File: src/rtl/core/sbb_pkg.sv
// Shared types and constants of the shiftable byte buffer with sync hunter.
// Command codes, register indexes, request and result payloads, hunter control.
// No dependencies.
`timescale 1ns / 1ps

package sbb_pkg;

  // Fixed field widths of the request and result payloads
  localparam int unsigned CMD_W      = 3;
  localparam int unsigned BYTE_W     = 8;
  localparam int unsigned CNT_W      = 9;
  localparam int unsigned SYNC_LEN_W = 3;
  localparam int unsigned PAT_W      = 32;
  localparam int unsigned PAT_BYTES  = 4;
  // Holds a pattern length up to 15 bytes
  localparam int unsigned LEN_W      = 4;
  localparam int unsigned CFG_IDX_W  = 1;

  localparam logic [SYNC_LEN_W-1:0] SYNC_LEN_RST = 3'd2;
  localparam logic [PAT_W-1:0]      SYNC_PAT_RST = 32'h0000_6505;

  typedef enum logic [CMD_W-1:0] {
    CMD_APPEND  = 3'd0,
    CMD_CONSUME = 3'd1,
    CMD_SHIFT   = 3'd2,
    CMD_SYNC    = 3'd3,
    CMD_PEEK    = 3'd4
  } cmd_e;

  typedef enum logic [CFG_IDX_W-1:0] {
    CFG_SYNC_LEN     = 1'b0,
    CFG_SYNC_PATTERN = 1'b1
  } cfg_idx_e;

  typedef struct packed {
    logic [CMD_W-1:0]  cmd;
    logic [BYTE_W-1:0] data_byte;
    logic [CNT_W-1:0]  count;
  } req_t;

  typedef struct packed {
    logic              status;
    logic              found;
    logic [CNT_W-1:0]  discarded;
    logic [BYTE_W-1:0] peek_data;
    logic [CNT_W-1:0]  readable;
    logic [CNT_W-1:0]  writable;
  } rsp_t;

  // Controller to hunter
  typedef struct packed {
    logic              clear;
    logic              push;
    logic [BYTE_W-1:0] data;
    logic [LEN_W-1:0]  len;
  } hunt_cmd_t;

  // Hunter to controller
  typedef struct packed {
    logic             full_hit;
    logic [LEN_W-1:0] tail_len;
  } hunt_res_t;

endpackage

File: src/rtl/core/sbb_stream_if.sv
// Valid/ready channel carrying one payload of type T per request.
// Used for the request and result channels of the buffer; no dependencies.
`timescale 1ns / 1ps

interface sbb_stream_if #(
  parameter type T = logic
) ();
  logic valid;
  logic ready;
  T     data;

  modport source (output valid, output data, input ready);
  modport sink   (input valid, input data, output ready);
endinterface

File: src/rtl/core/sbb_store.sv
// Byte store: one write port and one read port, read data registered.
// Depends on nothing but its parameters.
`timescale 1ns / 1ps

module sbb_store #(
  parameter int unsigned DEPTH = 256,
  parameter int unsigned AW    = 8
) (
  input  logic          clk_i,
  input  logic          we_i,
  input  logic [AW-1:0] waddr_i,
  input  logic [7:0]    wdata_i,
  input  logic          re_i,
  input  logic [AW-1:0] raddr_i,
  output logic [7:0]    rdata_o
);

  logic [7:0] mem_q [DEPTH];
  logic [7:0] rdata_q;

  // Write and registered read
  always_ff @(posedge clk_i) begin
    if (we_i) begin
      mem_q[waddr_i] <= wdata_i;
    end
    if (re_i) begin
      rdata_q <= mem_q[raddr_i];
    end
  end

  assign rdata_o = rdata_q;

endmodule

File: src/rtl/core/sbb_hunter.sv
// Sync pattern hunter: sliding window over the streamed bytes, full-length
// match on each new byte and tail (cut pattern) search at end of data.
// Depends on sbb_pkg.
`timescale 1ns / 1ps

module sbb_hunter import sbb_pkg::*; #(
  parameter int unsigned PATTERN_MAX = 4
) (
  input  logic             clk_i,
  input  logic             rst_ni,
  input  hunt_cmd_t        hunt_i,
  input  logic [PAT_W-1:0] pattern_i,
  output hunt_res_t        hunt_o
);

  localparam int unsigned IW = (PATTERN_MAX > 1) ? $clog2(PATTERN_MAX) : 1;

  logic [BYTE_W-1:0] hist_q [PATTERN_MAX];
  logic [BYTE_W-1:0] hist_d [PATTERN_MAX];
  logic [BYTE_W-1:0] pat_b  [PATTERN_MAX];
  logic [LEN_W-1:0]  seen_q, seen_d;
  logic [LEN_W-1:0]  idx_full;
  logic [IW-1:0]     idx;
  logic              hit;
  logic              tail_ok;

  // Pattern bytes; those beyond the register count as zero
  always_comb begin
    for (int i = 0; i < PATTERN_MAX; i++) begin
      pat_b[i] = '0;
      if (i < PAT_BYTES) begin
        pat_b[i] = pattern_i[8*(i % PAT_BYTES) +: 8];
      end
    end
  end

  // Window after this push: entry 0 is the newest byte
  always_comb begin
    hist_d[0] = hunt_i.data;
    for (int i = 1; i < PATTERN_MAX; i++) begin
      hist_d[i] = hist_q[i-1];
    end
    seen_d = (seen_q == LEN_W'(PATTERN_MAX)) ? seen_q : seen_q + LEN_W'(1);
  end

  // Full-length match ending at the pushed byte
  always_comb begin
    hit      = (seen_d >= hunt_i.len);
    idx_full = '0;
    idx      = '0;
    for (int i = 0; i < PATTERN_MAX; i++) begin
      if (LEN_W'(i) < hunt_i.len) begin
        idx_full = hunt_i.len - LEN_W'(i) - LEN_W'(1);
        idx      = idx_full[IW-1:0];
        if (hist_d[idx] != pat_b[i]) begin
          hit = 1'b0;
        end
      end
    end
    hunt_o.full_hit = hunt_i.push && hit;
  end

  // Longest cut pattern that matches the last bytes of the data
  always_comb begin
    hunt_o.tail_len = '0;
    tail_ok         = 1'b0;
    for (int n = 1; n < PATTERN_MAX; n++) begin
      tail_ok = (LEN_W'(n) < hunt_i.len) && (LEN_W'(n) <= seen_q);
      for (int i = 0; i < n; i++) begin
        if (hist_q[n-1-i] != pat_b[i]) begin
          tail_ok = 1'b0;
        end
      end
      if (tail_ok) begin
        hunt_o.tail_len = LEN_W'(n);
      end
    end
  end

  always_ff @(posedge clk_i or negedge rst_ni) begin
    if (!rst_ni) begin
      seen_q <= '0;
    end else if (hunt_i.clear) begin
      seen_q <= '0;
    end else if (hunt_i.push) begin
      seen_q <= seen_d;
    end
  end

  always_ff @(posedge clk_i) begin
    if (hunt_i.push) begin
      hist_q <= hist_d;
    end
  end

endmodule

File: src/rtl/core/sbb_ctrl.sv
// Command sequencer: read/write positions, store access for shift and sync
// walks, result register. Depends on sbb_pkg; drives sbb_store and sbb_hunter.
`timescale 1ns / 1ps

module sbb_ctrl import sbb_pkg::*; #(
  parameter int unsigned DEPTH       = 256,
  parameter int unsigned PATTERN_MAX = 4,
  parameter int unsigned AW          = 8
) (
  input  logic                  clk_i,
  input  logic                  rst_ni,
  input  logic                  req_valid_i,
  output logic                  req_ready_o,
  input  req_t                  req_i,
  output logic                  rsp_valid_o,
  input  logic                  rsp_ready_i,
  output rsp_t                  rsp_o,
  input  logic [SYNC_LEN_W-1:0] sync_len_i,
  output logic                  mem_we_o,
  output logic [AW-1:0]         mem_waddr_o,
  output logic [BYTE_W-1:0]     mem_wdata_o,
  output logic                  mem_re_o,
  output logic [AW-1:0]         mem_raddr_o,
  input  logic [BYTE_W-1:0]     mem_rdata_i,
  output hunt_cmd_t             hunt_o,
  input  hunt_res_t             hunt_i
);

  localparam int unsigned PW = $clog2(DEPTH + 1);
  localparam int unsigned CW = (PW > CNT_W) ? PW : CNT_W;

  typedef enum logic [4:0] {
    S_IDLE  = 5'b00001,
    S_SHIFT = 5'b00010,
    S_SYNC  = 5'b00100,
    S_TAIL  = 5'b01000,
    S_DONE  = 5'b10000
  } state_e;

  state_e           state_q, state_d;
  logic [PW-1:0]    rp_q, rp_d, wp_q, wp_d;
  logic [PW-1:0]    rd_cnt_q, rd_cnt_d, wr_cnt_q, wr_cnt_d;
  logic             rvalid_q, rvalid_d;
  logic             status_q, status_d, found_q, found_d, peek_ok_q, peek_ok_d;
  logic [PW-1:0]    disc_q, disc_d;
  logic             rsp_valid_q, rsp_valid_d;
  rsp_t             rsp_q, rsp_d;

  logic [PW-1:0]    readable;
  logic [PW-1:0]    rd_addr, peek_addr, off_hit, off_tail;
  logic             rd_more;
  logic [LEN_W-1:0] len_eff;

  assign readable  = wp_q - rp_q;
  assign rd_addr   = rp_q + rd_cnt_q;
  assign peek_addr = rp_q + PW'(req_i.count);
  assign rd_more   = (rd_cnt_q != readable);
  assign len_eff   = (LEN_W'(sync_len_i) > LEN_W'(PATTERN_MAX)) ?
                     LEN_W'(PATTERN_MAX) : LEN_W'(sync_len_i);
  // Byte index of the hit minus pattern length plus one gives the match start
  assign off_hit   = wr_cnt_q + PW'(1) - PW'(len_eff);
  assign off_tail  = readable - PW'(hunt_i.tail_len);

  // Sequencer
  always_comb begin
    state_d     = state_q;
    rp_d        = rp_q;
    wp_d        = wp_q;
    rd_cnt_d    = rd_cnt_q;
    wr_cnt_d    = wr_cnt_q;
    rvalid_d    = 1'b0;
    status_d    = status_q;
    found_d     = found_q;
    peek_ok_d   = peek_ok_q;
    disc_d      = disc_q;
    rsp_valid_d = rsp_valid_q && !rsp_ready_i;
    rsp_d       = rsp_q;
    req_ready_o = 1'b0;
    mem_we_o    = 1'b0;
    mem_waddr_o = '0;
    mem_wdata_o = '0;
    mem_re_o    = 1'b0;
    mem_raddr_o = '0;
    hunt_o.clear = 1'b0;
    hunt_o.push  = 1'b0;
    hunt_o.data  = mem_rdata_i;
    hunt_o.len   = len_eff;

    case (state_q)
      S_IDLE: begin
        req_ready_o = 1'b1;
        if (req_valid_i) begin
          status_d  = 1'b0;
          found_d   = 1'b0;
          disc_d    = '0;
          peek_ok_d = 1'b0;
          state_d   = S_DONE;
          case (req_i.cmd)
            CMD_APPEND: begin
              if (wp_q == PW'(DEPTH)) begin
                status_d = 1'b1;
              end else begin
                mem_we_o    = 1'b1;
                mem_waddr_o = wp_q[AW-1:0];
                mem_wdata_o = req_i.data_byte;
                wp_d        = wp_q + PW'(1);
              end
            end
            CMD_CONSUME: begin
              if (CW'(req_i.count) > CW'(readable)) begin
                status_d = 1'b1;
              end else begin
                rp_d = PW'(CW'(rp_q) + CW'(req_i.count));
              end
            end
            CMD_SHIFT: begin
              if ((rp_q != '0) && (readable != '0)) begin
                rd_cnt_d = '0;
                wr_cnt_d = '0;
                state_d  = S_SHIFT;
              end else begin
                wp_d = readable;
                rp_d = '0;
              end
            end
            CMD_SYNC: begin
              if (sync_len_i == '0) begin
                status_d = 1'b1;
              end else begin
                hunt_o.clear = 1'b1;
                rd_cnt_d     = '0;
                wr_cnt_d     = '0;
                state_d      = (readable == '0) ? S_TAIL : S_SYNC;
              end
            end
            CMD_PEEK: begin
              if (CW'(req_i.count) >= CW'(readable)) begin
                status_d = 1'b1;
              end else begin
                mem_re_o    = 1'b1;
                mem_raddr_o = peek_addr[AW-1:0];
                peek_ok_d   = 1'b1;
              end
            end
            default: begin
              status_d = 1'b1;
            end
          endcase
        end
      end

      // Copy unread bytes to the front: read ahead, write each byte in the cycle after its read
      S_SHIFT: begin
        mem_re_o    = rd_more;
        mem_raddr_o = rd_addr[AW-1:0];
        rvalid_d    = rd_more;
        if (rd_more) begin
          rd_cnt_d = rd_cnt_q + PW'(1);
        end
        if (rvalid_q) begin
          mem_we_o    = 1'b1;
          mem_waddr_o = wr_cnt_q[AW-1:0];
          mem_wdata_o = mem_rdata_i;
          wr_cnt_d    = wr_cnt_q + PW'(1);
          if (wr_cnt_q == readable - PW'(1)) begin
            wp_d    = readable;
            rp_d    = '0;
            state_d = S_DONE;
          end
        end
      end

      // Stream unread bytes through the hunter; stop at the first full match
      S_SYNC: begin
        hunt_o.push = rvalid_q;
        mem_re_o    = rd_more && !hunt_i.full_hit;
        mem_raddr_o = rd_addr[AW-1:0];
        rvalid_d    = mem_re_o;
        if (mem_re_o) begin
          rd_cnt_d = rd_cnt_q + PW'(1);
        end
        if (rvalid_q) begin
          wr_cnt_d = wr_cnt_q + PW'(1);
          if (hunt_i.full_hit) begin
            rp_d    = rp_q + off_hit;
            disc_d  = off_hit;
            found_d = 1'b1;
            state_d = S_DONE;
          end else if (wr_cnt_q == readable - PW'(1)) begin
            state_d = S_TAIL;
          end
        end
      end

      // No full match: keep the longest cut-pattern match at the end
      S_TAIL: begin
        rp_d    = rp_q + off_tail;
        disc_d  = off_tail;
        found_d = 1'b0;
        state_d = S_DONE;
      end

      S_DONE: begin
        if (!rsp_valid_q || rsp_ready_i) begin
          rsp_valid_d     = 1'b1;
          rsp_d.status    = status_q;
          rsp_d.found     = found_q;
          rsp_d.discarded = CNT_W'(disc_q);
          rsp_d.peek_data = peek_ok_q ? mem_rdata_i : '0;
          rsp_d.readable  = CNT_W'(readable);
          rsp_d.writable  = CNT_W'(PW'(DEPTH) - wp_q);
          state_d         = S_IDLE;
        end
      end

      default: begin
        state_d = S_IDLE;
      end
    endcase
  end

  // Control state
  always_ff @(posedge clk_i or negedge rst_ni) begin
    if (!rst_ni) begin
      state_q     <= S_IDLE;
      rp_q        <= '0;
      wp_q        <= '0;
      rd_cnt_q    <= '0;
      wr_cnt_q    <= '0;
      rvalid_q    <= 1'b0;
      rsp_valid_q <= 1'b0;
    end else begin
      state_q     <= state_d;
      rp_q        <= rp_d;
      wp_q        <= wp_d;
      rd_cnt_q    <= rd_cnt_d;
      wr_cnt_q    <= wr_cnt_d;
      rvalid_q    <= rvalid_d;
      rsp_valid_q <= rsp_valid_d;
    end
  end

  // Result payload
  always_ff @(posedge clk_i) begin
    status_q  <= status_d;
    found_q   <= found_d;
    peek_ok_q <= peek_ok_d;
    disc_q    <= disc_d;
    rsp_q     <= rsp_d;
  end

  assign rsp_valid_o = rsp_valid_q;
  assign rsp_o       = rsp_q;

  // Checks
  a_rp_le_wp: assert property (@(posedge clk_i) disable iff (!rst_ni)
    rp_q <= wp_q)
    else $error("read position passed write position");

  a_wp_in_range: assert property (@(posedge clk_i) disable iff (!rst_ni)
    wp_q <= PW'(DEPTH))
    else $error("write position beyond store");

  a_rvalid_walk: assert property (@(posedge clk_i) disable iff (!rst_ni)
    rvalid_q |-> (state_q == S_SHIFT || state_q == S_SYNC))
    else $error("read data pending outside a store walk");

  a_no_write_in_done: assert property (@(posedge clk_i) disable iff (!rst_ni)
    (state_q == S_DONE) |-> !mem_we_o)
    else $error("store written while holding a result");

  a_shift_resets_rp: assert property (@(posedge clk_i) disable iff (!rst_ni)
    (state_q == S_SHIFT && state_d == S_DONE) |=> (rp_q == '0))
    else $error("read position not at front after shift");

endmodule

File: src/rtl/core/shiftable_byte_buffer_sync_hunter_unit.sv
// Linear byte buffer with append, consume, shift (compaction), peek and sync
// pattern search. Every request returns one result. A shift with unread data
// away from the front and a sync both walk the byte store one byte per cycle
// through its single read port. A new request is taken while the previous
// result still waits in the output register. The store needs no clearing
// after reset. Configuration is written through a plain write port; the user
// must write it only while the buffer is idle, the block does not enforce it.
// Depends on sbb_pkg, sbb_stream_if, sbb_store, sbb_hunter and sbb_ctrl.
`timescale 1ns / 1ps

module shiftable_byte_buffer_sync_hunter_unit import sbb_pkg::*; #(
  parameter int unsigned DEPTH       = 256,
  parameter int unsigned PATTERN_MAX = 4
) (
  input  logic                 clk_i,
  input  logic                 rst_ni,
  sbb_stream_if.sink           req_i,
  sbb_stream_if.source         rsp_o,
  input  logic                 cfg_we_i,
  input  logic [CFG_IDX_W-1:0] cfg_idx_i,
  input  logic [PAT_W-1:0]     cfg_wdata_i
);

  localparam int unsigned AW = $clog2(DEPTH);

  logic [SYNC_LEN_W-1:0] sync_len_q;
  logic [PAT_W-1:0]      sync_pat_q;

  logic              mem_we, mem_re;
  logic [AW-1:0]     mem_waddr, mem_raddr;
  logic [BYTE_W-1:0] mem_wdata, mem_rdata;
  hunt_cmd_t         hunt_cmd;
  hunt_res_t         hunt_res;

  // Configuration registers
  always_ff @(posedge clk_i or negedge rst_ni) begin
    if (!rst_ni) begin
      sync_len_q <= SYNC_LEN_RST;
      sync_pat_q <= SYNC_PAT_RST;
    end else if (cfg_we_i) begin
      case (cfg_idx_i)
        CFG_SYNC_LEN:     sync_len_q <= cfg_wdata_i[SYNC_LEN_W-1:0];
        CFG_SYNC_PATTERN: sync_pat_q <= cfg_wdata_i;
        default: ;
      endcase
    end
  end

  sbb_ctrl #(
    .DEPTH       (DEPTH),
    .PATTERN_MAX (PATTERN_MAX),
    .AW          (AW)
  ) u_ctrl (
    .clk_i       (clk_i),
    .rst_ni      (rst_ni),
    .req_valid_i (req_i.valid),
    .req_ready_o (req_i.ready),
    .req_i       (req_i.data),
    .rsp_valid_o (rsp_o.valid),
    .rsp_ready_i (rsp_o.ready),
    .rsp_o       (rsp_o.data),
    .sync_len_i  (sync_len_q),
    .mem_we_o    (mem_we),
    .mem_waddr_o (mem_waddr),
    .mem_wdata_o (mem_wdata),
    .mem_re_o    (mem_re),
    .mem_raddr_o (mem_raddr),
    .mem_rdata_i (mem_rdata),
    .hunt_o      (hunt_cmd),
    .hunt_i      (hunt_res)
  );

  sbb_store #(
    .DEPTH (DEPTH),
    .AW    (AW)
  ) u_store (
    .clk_i   (clk_i),
    .we_i    (mem_we),
    .waddr_i (mem_waddr),
    .wdata_i (mem_wdata),
    .re_i    (mem_re),
    .raddr_i (mem_raddr),
    .rdata_o (mem_rdata)
  );

  sbb_hunter #(
    .PATTERN_MAX (PATTERN_MAX)
  ) u_hunter (
    .clk_i     (clk_i),
    .rst_ni    (rst_ni),
    .hunt_i    (hunt_cmd),
    .pattern_i (sync_pat_q),
    .hunt_o    (hunt_res)
  );

endmodule

File: src/flat_wrapper.sv
// flat-port wrapper written by rule: the top's interface ports become plain ports
module shiftable_byte_buffer_sync_hunter_unit_flat import sbb_pkg::*;
#(
  parameter int unsigned DEPTH       = 256,
  parameter int unsigned PATTERN_MAX = 4
)
  (clk_i, rst_ni, cfg_we_i, cfg_idx_i, cfg_wdata_i, req_i_valid, req_i_data, req_i_ready, rsp_o_valid, rsp_o_data, rsp_o_ready);
  sbb_stream_if #(.T(req_t)) req_i_i ();
  sbb_stream_if #(.T(rsp_t)) rsp_o_i ();
  input  logic clk_i;
  input  logic rst_ni;
  input  logic cfg_we_i;
  input  logic [CFG_IDX_W-1:0] cfg_idx_i;
  input  logic [PAT_W-1:0] cfg_wdata_i;
  input wire logic [$bits(req_i_i.valid)-1:0] req_i_valid;
  input wire logic [$bits(req_i_i.data)-1:0] req_i_data;
  output wire logic [$bits(req_i_i.ready)-1:0] req_i_ready;
  output wire logic [$bits(rsp_o_i.valid)-1:0] rsp_o_valid;
  output wire logic [$bits(rsp_o_i.data)-1:0] rsp_o_data;
  input wire logic [$bits(rsp_o_i.ready)-1:0] rsp_o_ready;
  assign req_i_i.valid = req_i_valid;
  assign req_i_i.data = req_i_data;
  assign req_i_ready = req_i_i.ready;
  assign rsp_o_valid = rsp_o_i.valid;
  assign rsp_o_data = rsp_o_i.data;
  assign rsp_o_i.ready = rsp_o_ready;
  shiftable_byte_buffer_sync_hunter_unit #(.DEPTH(DEPTH), .PATTERN_MAX(PATTERN_MAX)) u_core (.clk_i(clk_i), .rst_ni(rst_ni), .req_i(req_i_i), .rsp_o(rsp_o_i), .cfg_we_i(cfg_we_i), .cfg_idx_i(cfg_idx_i), .cfg_wdata_i(cfg_wdata_i));
endmodule
File: config.mk
export PLATFORM = sky130hd
export DESIGN_NAME = shiftable_byte_buffer_sync_hunter_unit_flat
export DESIGN_NICKNAME = d
export VERILOG_FILES = /design/src/rtl/core/sbb_pkg.sv /design/src/rtl/core/sbb_stream_if.sv /design/src/rtl/core/sbb_store.sv /design/src/rtl/core/sbb_hunter.sv /design/src/rtl/core/sbb_ctrl.sv /design/src/rtl/core/shiftable_byte_buffer_sync_hunter_unit.sv /design/src/flat_wrapper.sv
export SDC_FILE = /design/constraint.sdc
export NUM_CORES = 2
export LEC_CHECK = 0
export BUFFER_PORTS_ARGS = -buffer_cell sky130_fd_sc_hd__clkbuf_2
export CAP_MARGIN = 20
export CORE_MARGIN = 10
export CORE_UTILIZATION = 45
export CTS_CLUSTER_SIZE = 24
export DETAILED_ROUTE_END_ITERATION = 6
export PLACE_DENSITY = 0.6
export SLEW_MARGIN = 10
export SYNTH_ARGS = -nofsm -noshare
export SYNTH_HDL_FRONTEND = slang
export SYNTH_SLANG_ARGS = --single-unit
File: constraint.sdc
create_clock -name clk_i -period 13.8 [get_ports clk_i]
set_input_delay 0.69 -clock clk_i [delete_from_list [all_inputs] [get_ports clk_i]]
set_output_delay 0.69 -clock clk_i [all_outputs]
set_load 0.02 [all_outputs]
* Word-level counts from Yosys, hierarchy flattened *
Memory sizes are Yosys's and may differ from the RTL's. A register that Yosys moved wholly into a read port is not among the register bits.
Cells that the tools add are included.

word-level totals
  RAM bits = 2048
  memories = 1
  input bits = 58
  register bits after elaboration = 155
  output and inout bits = 39
  logic and storage cells = 254

memory list
  name                  words  bits a word  rd ports  clocked after memory_dff  write ports  RTL line         text
  u_core.u_store.mem_q  256    8            1         1                         1            sbb_store.sv:18  logic [7:0] mem_q [DEPTH];

cells by class
  mux-type cells = 117
  reductions and logical operators = 33
  bitwise operators = 5
  order comparisons = 15
  add/sub/neg operators = 19
  equality and inequality tests = 41

operators with widths
  kind                 count
  $mux 9               21
  $mux 8               19
  $pmux 9 s2           5
  $ne 8x8->1           10
  $bmux 8 s2           4
  $pmux 9 s3           2
  $pmux 8 s2           3
  $mux 5               9
  $mux 1               39
  $pmux 9 s4           1
  $add 9x1->9 const B  3
  $add 9x9->9          3
  $pmux 5 s5           1
  $mux 4               6
  $ne 3x3->1 const B   6
  $reduce_bool 9->1    2
  $ne 2x2->1 const B   8
  $reduce_and 7->1     2
  $ge 3x3->1 const B   4
  $not 2->3            4
  $reduce_and 6->1     2
  $pmux 5 s2           1
  $eq 9x9->1           1
  $eq 9x9->1 const B   1
  46 further kinds     73

* Logic depth before layout (Yosys ltp) *
  depth after elaboration = 21
  gate-level depth with buffers = 29
  depth with buffers taken out = 25

* Modules after synthesis *
A second synthesis with hierarchy kept.

unflattened totals
  cells, all modules = 4825
  area, all modules = 91346.4 um^2

by module, submodules not included
  module                                  area each (um^2)  sequential area each (um^2)  instances  cells each
  sbb_store                               79636.4           61739.2                      1          3733
  sbb_ctrl                                7439.6            2548.7                       1          778
  sbb_hunter                              2959.1            820.8                        1          239
  shiftable_byte_buffer_sync_hunter_unit  1311.3            884.6                        1          75

* Least setup slack after synthesis *
Ideal clock, no wire load.

  path kind = flip-flop to flip-flop
  start point = register u_core.u_ctrl.state_q[4]
  end point = memory u_core.u_store.mem_q[0][0] (data pin)
  stages on the path, launching flop included = 10
  setup time = 0.865 ns
  clock period less this slack = 6.424 ns
  required time = 12.935 ns
  arrival time = 5.560 ns
  setup slack = 7.376 ns
  path buffers = 2
  cells stage by stage = dfrtp_1 -> nor3_1 -> nand3b_1 -> inv_1 -> nand2_1 -> or3_1 -> nor3_1 -> clkbuf_1 -> buf_1 -> a22o_1

on the way
  cells in the longest elaborated chain, start to end = 2
  elaborated cells between the ends (all ways) = 3
  those cells by class = eq/ne (2); mux (1)

RTL lines
  element                                   RTL line                                      text
  start, declared                           sbb_ctrl.sv:40                                state_e state_q, state_d;
  start signal, assigned                    sbb_ctrl.sv:233                               state_q <= state_d;
  $eq 5x2->1 or $eq 5x1->1 (tied branches)  sbb_ctrl.sv:89                                case (state_q)
  $pmux 8 s2 (*)                            sbb_ctrl.sv:89
  net u_core.mem_wdata[0]                   shiftable_byte_buffer_sync_hunter_unit.sv:31  logic [BYTE_W-1:0] mem_wdata, mem_rdata;
  end, declared                             sbb_store.sv:18

Mark *: on every way through the listed nets, which the timed path passes. The rest lies on a longest branch.

* Worst setup path in the final report *
  start point = register u_core.u_ctrl.wp_q[0]
  end point = register u_core.u_store.rdata_q[1], in the netlist u_core.u_store.rdata_o[1] (read register of u_core.u_store.mem_q) (data pin)

on the way
  cells in the longest elaborated chain, start to end = 6
  elaborated cells between the ends (all ways) = 12
  those cells by class = add/sub (1); order compare (1); eq/ne (1); mux (8); reduce/logical (1)

RTL lines
  element                                   RTL line         text
  start, declared                           sbb_ctrl.sv:41   logic [PW-1:0] rp_q, rp_d, wp_q, wp_d;
  start signal, assigned                    sbb_ctrl.sv:235  wp_q <= wp_d;
  $sub 9x9->9 (*)                           sbb_ctrl.sv:54   assign readable = wp_q - rp_q;
  net u_core.u_ctrl.readable[8]             sbb_ctrl.sv:49   logic [PW-1:0] readable;
  $ge 9x9->1                                sbb_ctrl.sv:137  if (CW'(req_i.count) >= CW'(readable)) begin
  $mux 1 or $mux 8 (tied branches)          sbb_ctrl.sv:137
  $mux 1 or $mux 8 (tied branches)          sbb_ctrl.sv:98   case (req_i.cmd)
  $mux 1 or $mux 8 (tied branches)          sbb_ctrl.sv:92   if (req_valid_i) begin
  $pmux 1 s3 or $pmux 8 s2 (tied branches)  sbb_ctrl.sv:89
  end, declared                             sbb_store.sv:19  logic [7:0] rdata_q;

Marks and branches as above.
A chain may end at the register's enable or synchronous reset.

==> impl_metrics.ini <==
[setup_path]
path_cells = inv_1, ha_1, inv_1, fa_1, a211oi_1, o21ai_2, a21o_1, a21oi_1, xnor2_1, inv_1, ha_1, nand2_1, or4_1, or3_4, nand4_1, buf_4, nand2_8, buf_4, a211oi_1, a31oi_1, a2111oi_0, o22ai_1, o211a_1, or4_1
rrSetupSlack_ns = 4.79
worst_setup_path_end_kind = flip-flop
critPathKind = reg2reg
r2r-end = u_core.u_store.rdata_o[1]$_DFFE_PP_
crit_family = compound AO/OA/AOI/OAI gates
critPathArrivalTime_ns = 9.66
required_ns = 14.44
crit_buf_inv = 5
critPathLaunchType = flip-flop
cpMostUsedCell = inv_1
critPathMaxFanout = 93
reg2regPathDepth = 24
r2r-start = u_core.u_ctrl.wp_q[0]$_DFFE_PN0P_
crit_path_max_incr_delay_ns = 0.98
crit_slowest_cell = a2111oi_0

[placement]
gp_congestion = 0.930
io_buffers = 96
dpl.hpwl_um = 187000

[power]
p_per_area_mw_per_mm2 = 174
peakVddDrop_uv = 272
power.static_leakage_uw = 0.0352
p_total_uw = 18100

[global_routing]
grt_pass1_vias = 59200
antenna_found_initial = 17
grt_pass1_wl_um = 441000
grt_use_total = 0.262
grt_max_degree = 203
grt_overflow = 0

[sta]
setup_viol = 0
setup_tns_ns = 0
rsz0062_at_grt = no
slew_headroom = 0.165
finalClockSkew_ns = 0.0670
max_freq_mhz = 111
slew_violations = 0
finalCritPeriodShare = 0.653
hold_viol_final = 0
worst_slew_pin_slew_ns = 1.22
fin_crit_ns = 9.01

[worst_hold_path]
hold_start = cfg_wdata_i[18]
holdPathEnd = u_core.sync_pat_q[18]$_DFFE_PN0P_
min_path_cells = 2
hold_path.class = in2reg

[cts]
numCtsBuffers = 221
cts_max_path_buffers = 3
htree_levels = 4
cts_setup_buffers = 0
cts_num_sinks = 2211
cts_tree = built
clk_latency_ns = 0.90
root_buffer = clkbuf_16
clk_pin_slew_ns = 0.06

[logic_synthesis]
netlist_area_mm2 = 0.0939
ys_ff_latch = 2211
synth_edf_count = 2129
yosysSeqAreaShare = 0.703
avgSynthCellArea_um2 = 13.3
async_flop_share = 0.0371
yosys_warnings = 0
syn-num-nets = 7183
synthFlopType = edfxtp_1
ys_types = 81
syn_inst = 7064

[floorplanning]
ios = 97
initial_core_util = 0.453
die_y_um = 477
rows = 167
chipWidth_um = 477
coreArea_mm2 = 0.207
dieArea_mm2 = 0.227

[routing]
dr.first_iter.drc_count = 9032
viasPerCell = 6.34
drc_errors = 0
firstDrtPassIters = 6
routed_wl_um = 311000
vias = 63500
ant_nets = 0
drt-wirelength-per-cell_um = 31.1

[layout]
drive_gt1_frac = 0.0976
fillers = 17700
final_nets = 7157
syn2layout_area_growth_pct = 11.0

[job]
drv_cap = 0

[outcome]
status = finished, final reports clean
## layout make-up
class	instances	area, µm²	share of cell area
Antenna cell	13	32.5	0.000312
Clock buffer	269	5720	0.0549
Clock inverter	131	1150	0.0111
Inverter	45	169	0.00162
Multi-Input combinational cell	4292	25600	0.246
Sequential cell	2211	66000	0.634
Tap cell	2788	3490	0.0335
Timing Repair Buffer	267	1960	0.0188
## power by group
group          internal, µW  leakage [µW]  switching, µW  total [µW]
registers              7450        0.0206            142        7590
clock network          3170       0.00337           2640        5810
logic                  1320        0.0112           3380        4700
## per-layer routing
layer  track usage  part of all wire  vias to the layer above
met5             0           0.00018                        -
met2         0.394              0.45                     4011
met1         0.360              0.39                    31800
met4         0.118             0.048                       10
li1              -                 -                    26900
met3        0.0659              0.11                      687
## kinds of logic after synthesis
family | share of synthesized area
buf+inv | 0.0272
xor+xnor | 0.0154
mux | 0.0286
fa+ha+maj | 0.00861
flops | 0.703
simple gates | 0.112
compound gates | 0.105
## placed cells by master, fill, tap and decap left out, types with 55 or more instances in the layout
master,instances
clkbuf_2,95
a21oi_1,336
mux2i_1,150
buf_4,142
clkbuf_16,221
a32oi_1,64
and3_1,249
nand4_1,57
nand2_1,1296
nor2_1,342
edfxtp_1,2129
xnor2_1,113
dfrtp_1,74
a31oi_1,212
o22ai_1,91
a211oi_1,306
nand3_1,275
o21ai_0,82
ha_1,55
## synthesized netlist by cell type (64+ instances only)
| master | n | area [µm²] |
|---|---|---|
| nand3_1 | 275 | 1380 |
| nand2_1 | 1309 | 4910 |
| mux2i_1 | 150 | 1500 |
| dfrtp_1 | 74 | 1850 |
| nor2_1 | 346 | 1300 |
| a31oi_1 | 214 | 1340 |
| xnor2_1 | 113 | 990 |
| a211oi_1 | 306 | 2300 |
| edfxtp_1 | 2129 | 63900 |
| buf_2 | 175 | 876 |
| a21oi_1 | 337 | 1690 |
| and3_1 | 249 | 1560 |
| clkbuf_1 | 247 | 927 |
| a32oi_1 | 64 | 561 |
| o21ai_0 | 85 | 425 |
| o22ai_1 | 91 | 569 |
## flip-flops by register name, indices dropped and copies added (netlist names)
name                       count
u_core.u_ctrl.state_q          5
u_core.u_ctrl.rsp_o           37
u_core.u_hunter.hist_d        24
u_core.u_ctrl.found_q          1
u_core.u_hunter.seen_q         4
u_core.u_ctrl.rsp_valid_o      1
u_core.u_ctrl.rp_q             9
u_core.u_ctrl.peek_ok_q        1
u_core.u_ctrl.rd_cnt_q         9
u_core.sync_len_q              3
u_core.sync_pat_q             32
u_core.u_ctrl.disc_q           9
u_core.u_ctrl.rvalid_q         1
u_core.u_ctrl.wr_cnt_q         9
u_core.u_ctrl.status_q         1
u_core.u_store.mem_q        2048
u_core.u_ctrl.wp_q             9
u_core.u_store.rdata_o         8
## per-stage QoR
stage                     setup WS [ns]  cells  hold slack [ns]  instance area (µm²)  utilization
final                              4.79  10000           0.0612               104000        0.503
after global routing               4.50  10000           0.0434               104000        0.502
after CTS                          4.94  10000          0.00124               104000        0.502
after detailed placement           4.99   9589            0.405                97100        0.468
after global placement             4.56   9583            0.407                97000        0.468
after floorplan                    7.38   7064            0.394                93900            -
## worst max path at each step
stage	cells after the start	from	endpoint	slack, ns
CTS	24	u_core.u_ctrl.wp_q[0]$_DFFE_PN0P_	u_core.u_store.rdata_o[1]$_DFFE_PP_	4.94
floorplan	9	u_core.u_ctrl.state_q[4]$_DFFE_PN0P_	u_core.u_store.mem_q[0][0]$_DFFE_PP_	7.38
global placement	24	u_core.u_ctrl.wp_q[0]$_DFFE_PN0P_	u_core.u_store.rdata_o[7]$_DFFE_PP_	4.56
global route	25	u_core.u_ctrl.wp_q[0]$_DFFE_PN0P_	u_core.u_store.rdata_o[7]$_DFFE_PP_	4.50
finish	24	u_core.u_ctrl.wp_q[0]$_DFFE_PN0P_	u_core.u_store.rdata_o[1]$_DFFE_PP_	4.79
detailed placement	24	u_core.u_ctrl.wp_q[0]$_DFFE_PN0P_	u_core.u_store.rdata_o[1]$_DFFE_PP_	4.99
## timing repair
item | 4_1_cts | 5_1_grt
hold endpoints to repair | 26 | 0
resized for setup | 0 | 0
hold buffers | 11 | 0
Power figures use the tool's default switching activity.
